### src/hdl/nnsa_pkg.sv
// Package for the nearest-neighbour scaler address generator.
// Holds the shared types, register map, status codes and pipeline constants.
// No dependencies.
`default_nettype none
package nnsa_pkg;

	localparam int MAX_DIMENSION_DEF = 8192;

	localparam int DIM_W  = 14;
	localparam int POS_W  = 13;
	localparam int PROD_W = 2 * DIM_W;
	localparam int ADDR_W = 5;
	localparam int DATA_W = 32;

	localparam int DIV_STEPS_PER_STAGE = 2;
	localparam int DIV_STAGES = DIM_W / DIV_STEPS_PER_STAGE;
	// front stages, divider stages, output register
	localparam int PIPE_LATENCY = 2 + DIV_STAGES + 1;

	localparam logic [2:0] REG_SOURCE_WIDTH   = 3'd0;
	localparam logic [2:0] REG_SOURCE_HEIGHT  = 3'd1;
	localparam logic [2:0] REG_SURFACE_WIDTH  = 3'd2;
	localparam logic [2:0] REG_SURFACE_HEIGHT = 3'd3;
	localparam logic [2:0] REG_VIEW_LEFT      = 3'd4;
	localparam logic [2:0] REG_VIEW_TOP       = 3'd5;
	localparam logic [2:0] REG_VIEW_WIDTH     = 3'd6;
	localparam logic [2:0] REG_VIEW_HEIGHT    = 3'd7;

	localparam logic [1:0] ST_OK      = 2'd0;
	localparam logic [1:0] ST_CONFIG  = 2'd1;
	localparam logic [1:0] ST_REQUEST = 2'd2;
	localparam logic [1:0] ST_OUTSIDE = 2'd3;

	typedef struct packed {
		logic [DIM_W-1:0] source_width;
		logic [DIM_W-1:0] source_height;
		logic [DIM_W-1:0] surface_width;
		logic [DIM_W-1:0] surface_height;
		logic [POS_W-1:0] view_left;
		logic [POS_W-1:0] view_top;
		logic [DIM_W-1:0] view_width;
		logic [DIM_W-1:0] view_height;
	} cfg_t;

	typedef struct packed {
		logic [1:0]       status;
		logic [POS_W-1:0] tile_left;
		logic [POS_W-1:0] tile_top;
		logic [DIM_W-1:0] tile_cols;
		logic [DIM_W-1:0] tile_rows;
	} side_t;

endpackage
`default_nettype wire

### src/hdl/nnsa_regs.sv
// Configuration register file behind the APB-style port.
// Depends on nnsa_pkg.
`default_nettype none
module nnsa_regs
	import nnsa_pkg::*;
(
	input  wire logic              clk,
	input  wire logic              arst_n,
	input  wire logic              psel,
	input  wire logic              penable,
	input  wire logic              pwrite,
	input  wire logic [ADDR_W-1:0] paddr,
	input  wire logic [DATA_W-1:0] pwdata,
	output logic      [DATA_W-1:0] prdata,
	output logic                   pready,
	output cfg_t                   cfg
);

	cfg_t       cfg_q;
	logic [2:0] idx;
	logic       wr_en;

	assign idx    = paddr[ADDR_W-1:2];
	assign wr_en  = psel && penable && pwrite;
	assign pready = 1'b1;
	assign cfg    = cfg_q;

	always_ff @(posedge clk or negedge arst_n) begin
		if (!arst_n) begin
			cfg_q <= '0;
		end else if (wr_en) begin
			unique case (idx)
				REG_SOURCE_WIDTH:   cfg_q.source_width   <= pwdata[DIM_W-1:0];
				REG_SOURCE_HEIGHT:  cfg_q.source_height  <= pwdata[DIM_W-1:0];
				REG_SURFACE_WIDTH:  cfg_q.surface_width  <= pwdata[DIM_W-1:0];
				REG_SURFACE_HEIGHT: cfg_q.surface_height <= pwdata[DIM_W-1:0];
				REG_VIEW_LEFT:      cfg_q.view_left      <= pwdata[POS_W-1:0];
				REG_VIEW_TOP:       cfg_q.view_top       <= pwdata[POS_W-1:0];
				REG_VIEW_WIDTH:     cfg_q.view_width     <= pwdata[DIM_W-1:0];
				REG_VIEW_HEIGHT:    cfg_q.view_height    <= pwdata[DIM_W-1:0];
				default: ;
			endcase
		end
	end

	always_comb begin
		unique case (idx)
			REG_SOURCE_WIDTH:   prdata = DATA_W'(cfg_q.source_width);
			REG_SOURCE_HEIGHT:  prdata = DATA_W'(cfg_q.source_height);
			REG_SURFACE_WIDTH:  prdata = DATA_W'(cfg_q.surface_width);
			REG_SURFACE_HEIGHT: prdata = DATA_W'(cfg_q.surface_height);
			REG_VIEW_LEFT:      prdata = DATA_W'(cfg_q.view_left);
			REG_VIEW_TOP:       prdata = DATA_W'(cfg_q.view_top);
			REG_VIEW_WIDTH:     prdata = DATA_W'(cfg_q.view_width);
			REG_VIEW_HEIGHT:    prdata = DATA_W'(cfg_q.view_height);
			default:            prdata = '0;
		endcase
	end

endmodule
`default_nettype wire

### src/hdl/nnsa_front.sv
// Front stages: geometry and request checks, viewport-local position, then the
// scale products local*frame for both axes. Depends on nnsa_pkg.
`default_nettype none
module nnsa_front
	import nnsa_pkg::*;
#(
	parameter int MAX_DIMENSION = MAX_DIMENSION_DEF
) (
	input  wire logic              clk,
	input  wire logic              arst_n,
	input  wire cfg_t              cfg,
	input  wire logic              in_valid,
	input  wire logic [POS_W-1:0]  dest_col,
	input  wire logic [POS_W-1:0]  dest_row,
	input  wire logic [POS_W-1:0]  tile_left,
	input  wire logic [POS_W-1:0]  tile_top,
	input  wire logic [DIM_W-1:0]  tile_cols,
	input  wire logic [DIM_W-1:0]  tile_rows,
	output logic                   valid_s2,
	output side_t                  side_s2,
	output logic      [PROD_W-1:0] prod_x_s2,
	output logic      [PROD_W-1:0] prod_y_s2
);

	logic             cfg_bad, req_bad;
	logic [DIM_W:0]   view_end_x, view_end_y;
	logic [1:0]       status_c;

	logic             valid_s1;
	side_t            side_s1;
	logic [DIM_W-1:0] local_x_s1, local_y_s1;

	always_comb begin
		view_end_x = {2'b00, cfg.view_left} + {1'b0, cfg.view_width};
		view_end_y = {2'b00, cfg.view_top}  + {1'b0, cfg.view_height};
		cfg_bad = (cfg.source_width == '0) || (cfg.source_height == '0) ||
			(cfg.surface_width == '0) || (cfg.surface_height == '0) ||
			(32'(cfg.surface_width) > 32'(MAX_DIMENSION)) ||
			(32'(cfg.surface_height) > 32'(MAX_DIMENSION)) ||
			(cfg.view_width == '0) || (cfg.view_height == '0) ||
			(view_end_x > {1'b0, cfg.surface_width}) ||
			(view_end_y > {1'b0, cfg.surface_height});
		req_bad = (tile_cols == '0) || (tile_rows == '0) ||
			(({2'b00, tile_left} + {1'b0, tile_cols}) > {1'b0, cfg.source_width}) ||
			(({2'b00, tile_top} + {1'b0, tile_rows}) > {1'b0, cfg.source_height}) ||
			(dest_col < cfg.view_left) || ({2'b00, dest_col} >= view_end_x) ||
			(dest_row < cfg.view_top) || ({2'b00, dest_row} >= view_end_y);
		priority if (cfg_bad) begin
			status_c = ST_CONFIG;
		end else if (req_bad) begin
			status_c = ST_REQUEST;
		end else begin
			status_c = ST_OK;
		end
	end

	always_ff @(posedge clk or negedge arst_n) begin
		if (!arst_n) begin
			valid_s1 <= 1'b0;
			valid_s2 <= 1'b0;
		end else begin
			valid_s1 <= in_valid;
			valid_s2 <= valid_s1;
		end
	end

	always_ff @(posedge clk) begin
		side_s1.status    <= status_c;
		side_s1.tile_left <= tile_left;
		side_s1.tile_top  <= tile_top;
		side_s1.tile_cols <= tile_cols;
		side_s1.tile_rows <= tile_rows;
		local_x_s1 <= {1'b0, dest_col} - {1'b0, cfg.view_left};
		local_y_s1 <= {1'b0, dest_row} - {1'b0, cfg.view_top};
		side_s2   <= side_s1;
		prod_x_s2 <= PROD_W'(local_x_s1) * PROD_W'(cfg.source_width);
		prod_y_s2 <= PROD_W'(local_y_s1) * PROD_W'(cfg.source_height);
	end

endmodule
`default_nettype wire

### src/hdl/nnsa_div_stage.sv
// One divider stage: two restoring quotient bits per axis, registered.
// Depends on nnsa_pkg.
`default_nettype none
module nnsa_div_stage
	import nnsa_pkg::*;
(
	input  wire logic              clk,
	input  wire logic              arst_n,
	input  wire cfg_t              cfg,
	input  wire logic              valid_in,
	input  wire side_t             side_in,
	input  wire logic [PROD_W-1:0] rx_in,
	input  wire logic [PROD_W-1:0] ry_in,
	output logic                   valid_out,
	output side_t                  side_out,
	output logic      [PROD_W-1:0] rx_out,
	output logic      [PROD_W-1:0] ry_out
);

	// upper half is the remainder, lower half shifts out dividend, in quotient
	function automatic logic [PROD_W-1:0] div_step(input logic [PROD_W-1:0] r,
		input logic [DIM_W-1:0] d);
		logic [DIM_W:0] t;
		t = r[PROD_W-1:DIM_W-1];
		if (t >= {1'b0, d}) begin
			return {DIM_W'(t - {1'b0, d}), r[DIM_W-2:0], 1'b1};
		end else begin
			return {t[DIM_W-1:0], r[DIM_W-2:0], 1'b0};
		end
	endfunction

	logic [PROD_W-1:0] rx_c, ry_c;

	always_comb begin
		rx_c = rx_in;
		ry_c = ry_in;
		for (int i = 0; i < DIV_STEPS_PER_STAGE; i++) begin
			rx_c = div_step(rx_c, cfg.view_width);
			ry_c = div_step(ry_c, cfg.view_height);
		end
	end

	always_ff @(posedge clk or negedge arst_n) begin
		if (!arst_n) begin
			valid_out <= 1'b0;
		end else begin
			valid_out <= valid_in;
		end
	end

	always_ff @(posedge clk) begin
		side_out <= side_in;
		rx_out   <= rx_c;
		ry_out   <= ry_c;
	end

endmodule
`default_nettype wire

### src/hdl/nnsa_back.sv
// Output stage: clamp to the last frame pixel, tile bounds check, tile-local
// coordinates and the result register. Depends on nnsa_pkg.
`default_nettype none
module nnsa_back
	import nnsa_pkg::*;
(
	input  wire logic              clk,
	input  wire logic              arst_n,
	input  wire cfg_t              cfg,
	input  wire logic              valid_in,
	input  wire side_t             side_in,
	input  wire logic [PROD_W-1:0] rx_in,
	input  wire logic [PROD_W-1:0] ry_in,
	output logic                   done,
	output logic      [POS_W-1:0]  src_local_col,
	output logic      [POS_W-1:0]  src_local_row,
	output logic      [1:0]        status
);

	logic [DIM_W-1:0] qx, qy, last_x, last_y, sx, sy, dx, dy;
	logic             outside;
	logic [1:0]       status_c;

	always_comb begin
		qx = rx_in[DIM_W-1:0];
		qy = ry_in[DIM_W-1:0];
		last_x = cfg.source_width - DIM_W'(1);
		last_y = cfg.source_height - DIM_W'(1);
		sx = (qx < last_x) ? qx : last_x;
		sy = (qy < last_y) ? qy : last_y;
		dx = sx - {1'b0, side_in.tile_left};
		dy = sy - {1'b0, side_in.tile_top};
		outside = (sx < {1'b0, side_in.tile_left}) || (dx >= side_in.tile_cols) ||
			(sy < {1'b0, side_in.tile_top}) || (dy >= side_in.tile_rows);
		priority if (side_in.status != ST_OK) begin
			status_c = side_in.status;
		end else if (outside) begin
			status_c = ST_OUTSIDE;
		end else begin
			status_c = ST_OK;
		end
	end

	always_ff @(posedge clk or negedge arst_n) begin
		if (!arst_n) begin
			done <= 1'b0;
		end else begin
			done <= valid_in;
		end
	end

	always_ff @(posedge clk) begin
		status        <= status_c;
		src_local_col <= (status_c == ST_OK) ? dx[POS_W-1:0] : '0;
		src_local_row <= (status_c == ST_OK) ? dy[POS_W-1:0] : '0;
	end

endmodule
`default_nettype wire

### src/hdl/nearest_neighbor_scale_address_core.sv
// Nearest-neighbour scaler address generator, top level.
// An accepted request passes the front stages, divider pipeline and output register to its done strobe.
// Throughput: one request per cycle; busy stays low, set by the seven-stage
// two-bit-per-stage restoring divider pipeline for both axes.
// Reset: arst_n clears the configuration registers and all pipeline valids.
// Depends on nnsa_pkg, nnsa_regs, nnsa_front, nnsa_div_stage, nnsa_back.
`default_nettype none
module nearest_neighbor_scale_address_core
	import nnsa_pkg::*;
#(
	parameter int MAX_DIMENSION = MAX_DIMENSION_DEF
) (
	input  wire logic              clk,
	input  wire logic              arst_n,
	input  wire logic              psel,
	input  wire logic              penable,
	input  wire logic              pwrite,
	input  wire logic [ADDR_W-1:0] paddr,
	input  wire logic [DATA_W-1:0] pwdata,
	output logic      [DATA_W-1:0] prdata,
	output logic                   pready,
	input  wire logic              start,
	output logic                   busy,
	input  wire logic [POS_W-1:0]  dest_col,
	input  wire logic [POS_W-1:0]  dest_row,
	input  wire logic [POS_W-1:0]  tile_left,
	input  wire logic [POS_W-1:0]  tile_top,
	input  wire logic [DIM_W-1:0]  tile_cols,
	input  wire logic [DIM_W-1:0]  tile_rows,
	output logic                   done,
	output logic      [POS_W-1:0]  src_local_col,
	output logic      [POS_W-1:0]  src_local_row,
	output logic      [1:0]        status
);

	cfg_t              cfg;
	logic              valid_d [DIV_STAGES+1];
	side_t             side_d  [DIV_STAGES+1];
	logic [PROD_W-1:0] rx_d    [DIV_STAGES+1];
	logic [PROD_W-1:0] ry_d    [DIV_STAGES+1];

	assign busy = 1'b0;

	nnsa_regs u_regs (
		.clk(clk), .arst_n(arst_n), .psel(psel), .penable(penable), .pwrite(pwrite),
		.paddr(paddr), .pwdata(pwdata), .prdata(prdata), .pready(pready), .cfg(cfg)
	);

	nnsa_front #(.MAX_DIMENSION(MAX_DIMENSION)) u_front (
		.clk(clk), .arst_n(arst_n), .cfg(cfg), .in_valid(start && !busy),
		.dest_col(dest_col), .dest_row(dest_row), .tile_left(tile_left),
		.tile_top(tile_top), .tile_cols(tile_cols), .tile_rows(tile_rows),
		.valid_s2(valid_d[0]), .side_s2(side_d[0]),
		.prod_x_s2(rx_d[0]), .prod_y_s2(ry_d[0])
	);

	for (genvar g = 0; g < DIV_STAGES; g++) begin : g_div
		nnsa_div_stage u_stage (
			.clk(clk), .arst_n(arst_n), .cfg(cfg),
			.valid_in(valid_d[g]), .side_in(side_d[g]), .rx_in(rx_d[g]), .ry_in(ry_d[g]),
			.valid_out(valid_d[g+1]), .side_out(side_d[g+1]),
			.rx_out(rx_d[g+1]), .ry_out(ry_d[g+1])
		);
	end

	nnsa_back u_back (
		.clk(clk), .arst_n(arst_n), .cfg(cfg),
		.valid_in(valid_d[DIV_STAGES]), .side_in(side_d[DIV_STAGES]),
		.rx_in(rx_d[DIV_STAGES]), .ry_in(ry_d[DIV_STAGES]),
		.done(done), .src_local_col(src_local_col), .src_local_row(src_local_row),
		.status(status)
	);

endmodule
`default_nettype wire

### config.mk
export PLATFORM = sky130hd
export DESIGN_NAME = nearest_neighbor_scale_address_core
export DESIGN_NICKNAME = d
export VERILOG_FILES = /design/src/hdl/nnsa_pkg.sv /design/src/hdl/nnsa_regs.sv /design/src/hdl/nnsa_front.sv /design/src/hdl/nnsa_div_stage.sv /design/src/hdl/nnsa_back.sv /design/src/hdl/nearest_neighbor_scale_address_core.sv
export SDC_FILE = /design/constraint.sdc
export NUM_CORES = 2
export LEC_CHECK = 0
export BUFFER_PORTS_ARGS = -buffer_cell sky130_fd_sc_hd__buf_4
export CORE_MARGIN = 2
export CORE_UTILIZATION = 29
export DETAILED_ROUTE_END_ITERATION = 6
export GPL_TIMING_DRIVEN = 1
export PLACE_DENSITY_LB_ADDON = 0.05
export SETUP_SLACK_MARGIN = 0.02
export SLEW_MARGIN = 5
export SYNTH_ARGS = -nofsm -noshare
export SYNTH_HDL_FRONTEND = slang
export SYNTH_SLANG_ARGS = --single-unit
export TNS_END_PERCENT = 5
### constraint.sdc
create_clock -name clk -period 6.4 [get_ports clk]
set_input_delay 0.64 -clock clk [delete_from_list [all_inputs] [get_ports clk]]
set_output_delay 0.64 -clock clk [all_outputs]
set_load 0.01 [all_outputs]
==> impl.org <==
** Floorplan
- The initial utilization of the core area, before any placement, comes to about 30%.
- Core footprint :: 230000 µm²
- The floorplan step set the die width to around 500 µm.
- Row generation in the floorplan step produced 176 rows.
- Full die area :: around 240000 µm²
- In this run the count of I/O pins placed on the die edge is between 150 and 200.
- Vertical die dimension :: 486 µm

** Detailed routing
- DR vias :: 50755
- Residual DRC :: 0
- Wire length per cell after detailed routing :: 20.4 µm
- After detailed routing, the total wire length is between 200000 and 250000 µm.
- The first detailed-routing pass took 6 iterations.
- Dividing the detail-routed via count by the number of cells gives around 4.7.
- Number of nets with antenna violations after routing :: 0
- The first routing iteration left about 2700 violations.

** Timing
- Fin. Hold Viols :: 0
- Slew headroom :: between 20% and 30%
- Across the routed clock network, the largest skew measured is approximately 0.024 ns.
- Setup slack on the critical path of the routed design comes to -0.320 ns.
- Sum Neg Setup Slack :: -7.85 ns
- The total count of max-transition violations in the final report came to 0.
- Slew at the pin with the worst max-slew slack :: between 1 and 1.5 ns
- Maximum achievable frequency :: 0.149 GHz
- After layout, the minimum clock period comes to between 6 and 7 ns.
- Unrepaired setup endpoints after global routing :: yes
- Final Cycle Share :: 105%
- Setup violations remaining at the end of the flow were counted as 26.

** Logic synthesis
- After synthesis, flip-flops and latches occupy about a third of the total area.
- Among all cell types in the netlist, the one instantiated most often is sky130_fd_sc_hd__dfxtp_1.
- Post-Syn Area :: approximately 67000 µm²
- Each instance of the synthesized netlist takes up on average 9.59 µm².
- FF+latch count, synth :: 1100
- Synthesis produced a netlist whose cell count is around 7000.
- The netlist uses slightly above 100 different library cells.
- In this run, synthesis inferred 0 flip-flops with an integrated enable.
- Cells taking the most area after synthesis :: sky130_fd_sc_hd__dfxtp_1 29%, sky130_fd_sc_hd__ha_1 15%, sky130_fd_sc_hd__fa_1 9.4%
- sky130_fd_sc_hd__dfxtp_1 takes more of the synthesized area than any other cell.
- Predominant post-synthesis flop cell :: sky130_fd_sc_hd__dfxtp_1
- The Yosys step of the flow raised 0 warnings.
- In the synthesized netlist, the cells that appear most often are 980 x sky130_fd_sc_hd__dfxtp_1, 819 x sky130_fd_sc_hd__ha_1, 728 x sky130_fd_sc_hd__inv_1, 605 x sky130_fd_sc_hd__nand2_1, 365 x sky130_fd_sc_hd__o21ai_0.
- Counting flops with an async set or reset pin after synthesis yields a share of 10.9%.
- The share of synthesized area in the top cell type comes to between 20 and 30%.

** Worst setup path
- Largest stage delay on the critical path :: approximately 0.47 ns
- Critical path arrival :: ~7.5 ns
- Along the worst path, the maximum fanout reaches 6.
- Reg2Reg Launch Point :: u_regs.cfg[100]
- Depth of the worst register-to-register path :: 30
- At the worst endpoint, the required time is slightly above 7 ns.
- Crit start category :: flop
- Critical Path End Type :: flop
- Setup slack on the worst reg-to-reg path comes out at -0.32 ns.
- Worst Setup Path Type :: reg2reg
- In this run the critical register-to-register path is captured at u_back.src_local_col[10].
- On the critical path, the stage with the largest delay is an instance of sky130_fd_sc_hd__or4_4.

** Min path
- Endpoint with the worst hold slack :: u_front.side_s1[40]
- Type of the most critical hold path :: in2reg
- Hold path startpoint :: tile_top[12]
- Worst hold path cell count :: 1

** Run status
- Violated checks :: negative setup slack
- The run finished, with violations left.

** Layout
- The area growth from synthesis to layout is 20.4%.
- Fraction of layout cells with a size suffix above 1 :: 15.5%
- Filler cells :: 23570
- In the final design database the tool counted around 8900 nets.

** Global routing
- Largest net degree at the start of global routing :: a little over 50
- Wire length of the first global-routing pass :: 329000 µm
- Via count of the first global-routing pass :: approximately 50000
- Aggregate global routing overflow :: 0
- Total Routing Usage GR :: roughly 19%
- Number of antenna violations at the first check in global routing :: 13

** Run
- Max cap viols :: 0

** Clocking
- Clock latency reported for the late side of the worst-skew pair :: approximately 0.79 ns
- The number of clock buffers added by TritonCTS is ~140.
- No sink is reached through more buffers than the 3 on the longest clock path.
- Worst-path clk slew :: ~0.060 ns
- Number of H-tree branching levels :: 4
- Clock root buffer :: sky130_fd_sc_hd__clkbuf_16
- For this design, the sink count on the clock tree is 1100.
- TritonCTS clock tree :: built

** Placed design
- The congestion estimate from routability-driven global placement came to about 0.83.
- Half-perimeter wire length after detailed placement :: about 180000 µm
- Number of buffers inserted by port buffering :: 145
final cells by class:
class                      instances  area, µm²  area share, %
clock buffer                     179       3780           4.66
multi-input combinational       5009      41500           51.3
tap                             3026       3790           4.67
timing repair buffer             671       5660           6.99
clock inverter                    64        837           1.03
inverter                         731       2740           3.39
antenna                            6       15.0         0.0185
sequential                      1100      22600           27.9
timing repair:
action / 4_1_cts / 5_1_grt
hold buffers: 48 / 0
gates resized for setup: 71 / 38
cloned: 2 / 1
hold endpoints to repair: 73 / 0
buffers inserted: 10 / 4
pin swaps: 31 / 25
endpoints found under the setup margin: 35 / 54
registers in the layout, indices dropped and copies added, names as in the netlist:
register / flops
g_div.u_stage.side_out: 392
g_div.u_stage.rx_out: 182
g_div.u_stage.ry_out: 182
u_regs.cfg: 110
u_front.side_s1: 56
u_front.side_s2: 56
u_front.prod_x_s2: 28
u_front.prod_y_s2: 28
u_front.local_x_s1: 14
u_front.local_y_s1: 14
u_back.src_local_col: 13
u_back.src_local_row: 13
g_div.u_stage.valid_out: 7
u_back.status: 2
u_back.done: 1
u_front.valid_s1: 1
u_front.valid_s2: 1
routing by layer:
metal	GRT usage, %	vias to the layer above	share of wire (%)
met5	0	-	0
met4	3.86	0	1.9
met3	2.24	219	3.1
met2	30.0	761	45
met1	26.3	24435	50
li1	-	25340	-
worst max-delay path, delay by kind of cell, from the launching register on:
kind | cells | cell delay (ns)
simple gates | 9 | 2.07
flops | 1 | 0.40
fa+ha+maj | 3 | 0.82
compound gates | 12 | 2.32
mux | 1 | 0.33
xor+xnor | 2 | 0.32
buf+inv | 3 | 0.42
kinds of logic after synthesis:
family          synth area share [%]
buf+inv                         5.39
mux                             5.52
other cells                   0.0112
compound gates                  13.4
fa+ha+maj                       24.6
simple gates                    12.4
xor+xnor                        5.05
flops                           33.6
worst max path at each step:
stage	startpoint	endpoint	slack (ns)	cells after the start
floorplan	u_regs.cfg[100]	u_back.src_local_col[10]	0.02	33
global placement	u_regs.cfg[100]	u_back.src_local_col[0]	-0.92	29
detailed placement	u_regs.cfg[100]	u_back.src_local_row[3]	-0.97	31
CTS	u_regs.cfg[99]	u_back.src_local_row[5]	-0.28	30
global route	u_regs.cfg[100]	u_back.src_local_row[9]	-0.68	32
finish	u_regs.cfg[100]	u_back.src_local_col[10]	-0.32	30
cells in the final DEF, fill, tap and decap left out, types with 194 or more instances in the layout:
| cell | synthesis | layout |
|---|---|---|
| sky130_fd_sc_hd__nand2_1 | 605 | 604 |
| sky130_fd_sc_hd__xnor2_1 | 305 | 300 |
| sky130_fd_sc_hd__nor2_1 | 351 | 350 |
| sky130_fd_sc_hd__inv_1 | 728 | 728 |
| sky130_fd_sc_hd__dfxtp_1 | 980 | 978 |
| sky130_fd_sc_hd__buf_4 | 24 | 581 |
| sky130_fd_sc_hd__mux2_2 | 228 | 227 |
| sky130_fd_sc_hd__o21ai_0 | 365 | 354 |
| sky130_fd_sc_hd__a21oi_1 | 356 | 344 |
| sky130_fd_sc_hd__ha_1 | 819 | 814 |
| sky130_fd_sc_hd__and2_1 | 199 | 194 |
| sky130_fd_sc_hd__fa_1 | 316 | 314 |
through the flow:
step | worst slack (ns) | util (%) | instances | cell area (µm²) | hold slack (ns)
after floorplan | 0.0171 | - | 7034 | 67400 | 0.310
after global placement | -0.924 | 32.7 | 10472 | 75300 | 0.310
after detailed placement | -0.970 | 32.7 | 10472 | 75300 | 0.312
after CTS | -0.284 | 35.1 | 10775 | 80800 | 0.00341
after global routing | -0.675 | 35.2 | 10781 | 81000 | 0.00342
final | -0.320 | 35.2 | 10786 | 81000 | 0.0422
Power is not shown: default switching activity piles up to over one toggle a cycle in this logic, so the estimate is an artifact.
